===== config.mk =====
export PLATFORM = sky130hd
export DESIGN_NAME = multi_channel_event_timer_unit
export DESIGN_NICKNAME = d
export VERILOG_FILES = /design/src/hw/rtl/mcet_pkg.sv /design/src/hw/rtl/mcet_ctrl.sv /design/src/hw/rtl/mcet_datapath.sv /design/src/hw/rtl/multi_channel_event_timer_unit.sv
export SDC_FILE = /design/constraint.sdc
export NUM_CORES = 2
export LEC_CHECK = 0
export ABC_CLOCK_PERIOD_IN_PS = 9640
export BUFFER_PORTS_ARGS = -buffer_cell sky130_fd_sc_hd__buf_2
export CAP_MARGIN = 10
export CORE_AREA = 5 5 300 522
export CTS_BUF_LIST = sky130_fd_sc_hd__clkbuf_4 sky130_fd_sc_hd__clkbuf_8 sky130_fd_sc_hd__clkbuf_16
export DETAILED_ROUTE_END_ITERATION = 10
export DIE_AREA = 0 0 305 527
export GPL_TIMING_DRIVEN = 1
export PLACE_DENSITY = 0.71
export SLEW_MARGIN = 20
export SYNTH_ARGS = -nofsm -noshare
export SYNTH_HDL_FRONTEND = slang
export SYNTH_SLANG_ARGS = --single-unit

===== constraint.sdc =====
create_clock -name clk -period 9.64 [get_ports clk]
set_input_delay 0.482 -clock clk [delete_from_list [all_inputs] [get_ports clk]]
set_output_delay 0.482 -clock clk [all_outputs]
set_load 0.02 [all_outputs]

===== src/hw/rtl/mcet_pkg.sv =====
// mcet_pkg: request and result types, command and status structs, constants
// for the multi-channel event timer. No dependencies.
package mcet_pkg;

  localparam int KIND_W    = 2;
  localparam int CH_W      = 4;
  localparam int PERIOD_W  = 32;
  localparam int REP_W     = 16;
  localparam int TICK_W    = 29;
  localparam int CH_EXT_W  = 7;

  localparam logic [KIND_W-1:0] KIND_TICK   = 2'd0;
  localparam logic [KIND_W-1:0] KIND_ARM    = 2'd1;
  localparam logic [KIND_W-1:0] KIND_DISARM = 2'd2;

  // floor(x / 10) for 32-bit x is (x * ceil(2^35 / 10)) >> 35
  localparam logic [PERIOD_W-1:0] TICK_RECIP = 32'hCCCC_CCCD;
  localparam int                  TICK_SHIFT = 35;

  typedef struct packed {
    logic [KIND_W-1:0]   kind;
    logic [CH_W-1:0]     channel;
    logic [PERIOD_W-1:0] period_ms;
    logic                auto_reload;
    logic [REP_W-1:0]    repeat_count;
  } in_req_t;

  typedef struct packed {
    logic [CH_W-1:0] expired_channel;
    logic            finished;
    logic            last;
  } out_rsp_t;

  typedef struct packed {
    logic load;
    logic arm;
    logic disarm;
    logic scan_step;
    logic flush;
  } dp_cmd_t;

  typedef struct packed {
    logic blocked;
    logic at_end;
    logic pend_valid;
    logic out_free;
  } dp_stat_t;

endpackage


===== src/hw/rtl/mcet_ctrl.sv =====
// mcet_ctrl: sequencer for arm, disarm and the per-tick channel scan
// depends on mcet_pkg
module mcet_ctrl (
  input  logic                         clk,
  input  logic                         rst,
  input  logic                         in_valid,
  input  logic [mcet_pkg::KIND_W-1:0]  in_kind,
  input  mcet_pkg::dp_stat_t           stat,
  output logic                         in_stall,
  output mcet_pkg::dp_cmd_t            cmd
);
  import mcet_pkg::*;

  typedef enum logic [5:0] {
    S_IDLE  = 6'b000001,
    S_MUL   = 6'b000010,
    S_ARM   = 6'b000100,
    S_DIS   = 6'b001000,
    S_SCAN  = 6'b010000,
    S_FLUSH = 6'b100000
  } state_t;

  state_t state;
  state_t state_next;

  always_ff @(posedge clk) begin
    if (rst) begin
      state <= S_IDLE;
    end else begin
      state <= state_next;
    end
  end

  assign in_stall = (state != S_IDLE);

  always_comb begin
    state_next = state;
    cmd        = '0;
    case (state)
      S_IDLE: begin
        cmd.load = in_valid;
        if (in_valid) begin
          case (in_kind)
            KIND_ARM:    state_next = S_MUL;
            KIND_DISARM: state_next = S_DIS;
            KIND_TICK:   state_next = S_SCAN;
            default:     state_next = S_IDLE;
          endcase
        end
      end
      S_MUL: begin
        state_next = S_ARM;
      end
      S_ARM: begin
        cmd.arm    = 1'b1;
        state_next = S_IDLE;
      end
      S_DIS: begin
        cmd.disarm = 1'b1;
        state_next = S_IDLE;
      end
      S_SCAN: begin
        cmd.scan_step = !stat.blocked;
        if (!stat.blocked && stat.at_end) begin
          state_next = S_FLUSH;
        end
      end
      S_FLUSH: begin
        if (!stat.pend_valid) begin
          state_next = S_IDLE;
        end else if (stat.out_free) begin
          cmd.flush  = 1'b1;
          state_next = S_IDLE;
        end
      end
      default: begin
        state_next = S_IDLE;
      end
    endcase
  end

endmodule


===== src/hw/rtl/mcet_datapath.sv =====
// mcet_datapath: request register, tick divider, channel tables, scan update,
// one-deep pending result and output register; depends on mcet_pkg
module mcet_datapath #(
  parameter int CHANNELS = 16
) (
  input  logic               clk,
  input  logic               rst,
  input  mcet_pkg::in_req_t  in_data,
  input  logic               out_stall,
  input  mcet_pkg::dp_cmd_t  cmd,
  output mcet_pkg::dp_stat_t stat,
  output logic               out_valid,
  output mcet_pkg::out_rsp_t out_data
);
  import mcet_pkg::*;

  localparam int IW = (CHANNELS > 1) ? $clog2(CHANNELS) : 1;

  in_req_t                 item;
  logic [2*PERIOD_W-1:0]   prod;
  logic [TICK_W-1:0]       quot;
  logic [CH_EXT_W-1:0]     ch_ext;
  logic [CH_EXT_W-1:0]     idx_ext;
  logic                    ch_ok;
  logic [IW-1:0]           arm_idx;
  logic [IW-1:0]           idx;

  logic [TICK_W-1:0]       rem_tab [CHANNELS];
  logic [TICK_W-1:0]       rld_tab [CHANNELS];
  logic [REP_W-1:0]        rep_tab [CHANNELS];
  logic [CHANNELS-1:0]     mode_tab;
  logic [CHANNELS-1:0]     active;

  logic                    cur_act;
  logic                    cur_mode;
  logic [TICK_W-1:0]       cur_rem;
  logic [REP_W-1:0]        cur_rep;
  logic [TICK_W-1:0]       dec;
  logic                    hit;
  logic                    fin;
  logic                    retire;
  logic                    step_hit;
  logic                    push;

  logic                    pend_valid;
  logic [CH_W-1:0]         pend_ch;
  logic                    pend_fin;

  always_ff @(posedge clk) begin
    if (cmd.load) begin
      item <= in_data;
    end
  end

  // ticks = period_ms / 10
  assign prod = item.period_ms * TICK_RECIP;

  always_ff @(posedge clk) begin
    quot <= prod[TICK_SHIFT +: TICK_W];
  end

  assign ch_ext  = CH_EXT_W'(item.channel);
  assign ch_ok   = ch_ext < CH_EXT_W'(CHANNELS);
  assign arm_idx = ch_ext[IW-1:0];
  assign idx_ext = CH_EXT_W'(idx);

  assign cur_act  = active[idx];
  assign cur_mode = mode_tab[idx];
  assign cur_rem  = rem_tab[idx];
  assign cur_rep  = rep_tab[idx];
  assign dec      = (cur_rem == '0) ? '0 : cur_rem - TICK_W'(1);
  assign hit      = cur_act && (dec == '0);
  assign fin      = hit && !cur_mode && (cur_rep == REP_W'(1));
  assign retire   = hit && !cur_mode && ((cur_rep == '0) || (cur_rep == REP_W'(1)));
  assign step_hit = cmd.scan_step && hit;

  always_ff @(posedge clk) begin
    if (cmd.arm && ch_ok) begin
      rem_tab[arm_idx]  <= quot;
      rld_tab[arm_idx]  <= quot;
      rep_tab[arm_idx]  <= item.repeat_count;
      mode_tab[arm_idx] <= (item.repeat_count == '0) ? item.auto_reload : 1'b0;
    end else if (cmd.scan_step && cur_act) begin
      if (!hit) begin
        rem_tab[idx] <= dec;
      end else if (cur_mode) begin
        rem_tab[idx] <= rld_tab[idx];
      end else if (cur_rep != '0) begin
        rep_tab[idx] <= cur_rep - REP_W'(1);
        rem_tab[idx] <= rld_tab[idx];
      end
    end
  end

  always_ff @(posedge clk) begin
    if (rst) begin
      active <= '0;
    end else if (cmd.arm && ch_ok) begin
      active[arm_idx] <= 1'b1;
    end else if (cmd.disarm && ch_ok) begin
      active[arm_idx] <= 1'b0;
    end else if (cmd.scan_step && retire) begin
      active[idx] <= 1'b0;
    end
  end

  always_ff @(posedge clk) begin
    if (rst) begin
      idx <= '0;
    end else if (cmd.load) begin
      idx <= '0;
    end else if (cmd.scan_step) begin
      idx <= idx + IW'(1);
    end
  end

  // earlier expiry waits here until the next one shows it was not the last
  always_ff @(posedge clk) begin
    if (rst) begin
      pend_valid <= 1'b0;
    end else if (step_hit) begin
      pend_valid <= 1'b1;
    end else if (cmd.flush) begin
      pend_valid <= 1'b0;
    end
  end

  always_ff @(posedge clk) begin
    if (step_hit) begin
      pend_ch  <= idx_ext[CH_W-1:0];
      pend_fin <= fin;
    end
  end

  assign stat.out_free   = !out_valid || !out_stall;
  assign stat.blocked    = hit && pend_valid && !stat.out_free;
  assign stat.at_end     = (idx == IW'(CHANNELS - 1));
  assign stat.pend_valid = pend_valid;

  assign push = (step_hit && pend_valid) || cmd.flush;

  always_ff @(posedge clk) begin
    if (rst) begin
      out_valid <= 1'b0;
    end else if (push) begin
      out_valid <= 1'b1;
    end else if (!out_stall) begin
      out_valid <= 1'b0;
    end
  end

  always_ff @(posedge clk) begin
    if (push) begin
      out_data.expired_channel <= pend_ch;
      out_data.finished        <= pend_fin;
      out_data.last            <= cmd.flush;
    end
  end

endmodule


===== src/hw/rtl/multi_channel_event_timer_unit.sv =====
// Multi-channel event timer: an arm goes through idle, multiply and table write,
// a disarm through idle and clear; an unknown kind stays idle. A tick scans one
// table entry per cycle, stalling while an expiry or the final flush waits behind
// a held result. Each result is held until the next expiry of the tick or the end
// of the scan; the last one leaves from the flush state. Synchronous
// active-high reset clears active marks and control state; depends on mcet_pkg.
module multi_channel_event_timer_unit #(
  parameter int CHANNELS = 16
) (
  input  logic               clk,
  input  logic               rst,
  input  logic               in_valid,
  output logic               in_stall,
  input  mcet_pkg::in_req_t  in_data,
  output logic               out_valid,
  input  logic               out_stall,
  output mcet_pkg::out_rsp_t out_data
);
  import mcet_pkg::*;

  dp_cmd_t  cmd;
  dp_stat_t stat;

  mcet_ctrl u_ctrl (
    .clk      (clk),
    .rst      (rst),
    .in_valid (in_valid),
    .in_kind  (in_data.kind),
    .stat     (stat),
    .in_stall (in_stall),
    .cmd      (cmd)
  );

  mcet_datapath #(
    .CHANNELS (CHANNELS)
  ) u_dp (
    .clk       (clk),
    .rst       (rst),
    .in_data   (in_data),
    .out_stall (out_stall),
    .cmd       (cmd),
    .stat      (stat),
    .out_valid (out_valid),
    .out_data  (out_data)
  );

endmodule


==> out/results.tsv <==
metric	value	unit
ys_seq_area_frac	0.578	
wl_per_cell	28.3	um
critPathMaxFanout	9	
synth.most_common_cell	edfxtp_1	
crit_path_frequent_cell	fa_1	
grt_use_total	0.221	
grt_first_pass_wirelength	261000	um
drive_above_1_share	0.186	
synth-seq-cells	1325	
cts_tree	built	
die_w	305	um
routed_wl	177000	um
coreArea	152000	um2
route.detailed.drc	0	
routed_via_density	5.71	
cp_top_family	adder cells	
vias	35700	
status	finished clean	
synth_edf_count	1264	
cp_data_arrival_time	9.14	ns
dp_slack	1.28	ns
min_path_cells	2	
rsz0062_at_grt	false	
ys_types	90	
cts_root_buffer	clkbuf_16	
initial_core_util	0.447	
synth_area	67800	um2
firstDrtPassIters	7	
finalCritPeriodShare	0.886	
worstPathRequired	10.24	ns
clkLatencyLatePin	0.79	ns
cts_buffers	113	
startpoint	u_dp.item[25]	
cts_buffer_depth	3	
antenna_found_initial	4	
overflow	0	
synth.top_cells.by_count	1264 x edfxtp_1, 546 x inv_1, 387 x fa_1, 356 x mux4_2, 352 x ha_1	
place.gp.congestion	1.00	
clock_sinks	1325	
finalCriticalPeriod	8.54	ns
hpwl	125000	um
fmax	117	MHz
rows	189	
die_area	161000	um2
yosys_warnings	0	
h-tree-depth	3	
syn_inst	3963	
worstSetupEndpointType	flop	
ys.flop_type	edfxtp_1	
areaGrowthSynthToFinish	11.5	%
cp_num_buf_inv	2	
reg2reg_slack	1.10	ns
crit_cells	24	
yosysTopAreaCellShare	0.560	
die_h	527	um
synth_area_leaders	edfxtp_1 56%, mux4_2 12%, fa_1 11%	
clk_pin_slew	0.07	ns
drtIter0Drc	2859	
num_io_pins	67	
reg2regPathDepth	24	
min-delay-start	rst	
fin_ws	1.10	ns
grt_max_degree	94	
slowest_delay	0.94	ns
drv_slew	0	
setup_viol_count_final	0	
hold_path.class	input port to flop	
crit_path_start_kind	flop	
max_slew_margin	0.230	
port_buffers	66	
tightest_slew	1.15	ns
hold_violations	0	
final_antenna_net_count	0	
crit_path_top_delay_cell	o41ai_1	
grt_pass1_vias	39300	
cap_violations	0	
r2r_start	u_dp.item[25]	
crit_chain	ha_1, xnor2_1, o21ai_0, fa_1, inv_1, fa_1, fa_1, inv_1, fa_1, fa_1, fa_1, ha_1, nand4_1, nor2_1, a221oi_1, o21ai_0, a31o_2, a41o_1, o21ai_0, o41ai_1, a41oi_1, o211ai_1, a21oi_1, xnor2_1	
synth.avg_cell_area	17.1	um2
fillCellCount	12300	
path_class	flop to flop	
nets	4957	
fin_worst_skew	0.0872	ns
synth_async_sr_flop_share	0	
setup_tns	0	ns
syn-num-nets	4761	
synth_top_area_cell	edfxtp_1	
## per-stage QoR
step	instances	cell area, um2	util	hold slack (ns)
6_report	6259	75600	0.499	0.187
5_1_grt	6259	75600	0.499	0.188
4_1_cts	6258	75600	0.499	0.128
3_5_place_dp	5992	71000	0.468	0.405
3_3_place_gp	5992	71000	0.468	0.407
2_1_floorplan	3963	67800	-	0.400
## path summary, 6_finish.rpt
path                                    endpoint
worst max-delay path               u_dp.quot[27]
worst min-delay path             u_ctrl.state[5]
worst max register to register     u_dp.quot[27]
worst min register to register  u_dp.out_data[1]
## kinds of logic after synthesis
group,after synthesis,share of synthesized area
fa+ha+maj,739,0.179
mux,378,0.122
buf+inv,672,0.0409
simple gates,416,0.0319
compound gates,328,0.0338
flops,1325,0.578
xor+xnor,105,0.0136
## layout by cell type (no fill, tap or decap), drive strengths merged, types with 28 or more instances in the layout
master,instances
nand3,28
edfxtp,1264
xor2,57
nor2,98
ha,352
o21ai,77
inv,553
dfxtp,61
buf,150
xnor2,48
clkbuf,132
nor3,29
a21oi,58
clkinv,43
fa,387
a22oi,35
mux4,358
nand2,113
dlygate4sd3,57
## state kept, by name, summed over array words and instances (netlist names), 16 cells and up, named ones only
name / flops
u_dp.item: 49
u_dp.active: 16
u_dp.rep_tab: 256
u_dp.rem_tab: 464
u_dp.rld_tab: 464
u_dp.quot: 29
u_dp.mode_tab: 16
## worst register-to-register path, stage by stage, from the launching register on
cell	delay [ns]
edfxtp_1	0.57
ha_1	0.60
xnor2_1	0.20
o21ai_0	0.79
fa_1	0.32
inv_1	0.06
fa_1	0.54
fa_1	0.55
inv_1	0.05
fa_1	0.45
fa_1	0.52
fa_1	0.42
ha_1	0.31
nand4_1	0.16
nor2_1	0.19
a221oi_1	0.09
o21ai_0	0.10
a31o_2	0.20
a41o_1	0.28
o21ai_0	0.20
o41ai_1	0.94
a41oi_1	0.28
o211ai_1	0.31
a21oi_1	0.12
xnor2_1	0.13
## layer usage
metal	wire length, um	up-vias	GRT usage
li1	-	15200	-
met1	58100	18800	0.234
met2	97900	1298	0.417
met3	8010	459	0.0258
met4	13300	0	0.135
met5	0	-	0
## cell type report
class	instances	area [um2]	area share
timing repair buffer	207	1560	0.0206
clock inverter	77	1040	0.0138
multi-input combinational	1966	26200	0.347
sequential	1325	39200	0.519
tap	2005	2510	0.0332
antenna	1	2.50	0.0000331
inverter	546	2050	0.0271
clock buffer	132	2990	0.0396
## what timing repair did
| action | 4_1_cts | 5_1_grt |
|---|---|---|
| hold endpoints to repair | 57 | 0 |
| gates resized for setup | 0 | 0 |
| setup buffers | 0 | 0 |
| hold buffers | 57 | 0 |
| endpoints found under the setup margin | 0 | 0 |
Power is not shown: default switching activity piles up to over one toggle a cycle in this logic, so the estimate is an artifact.
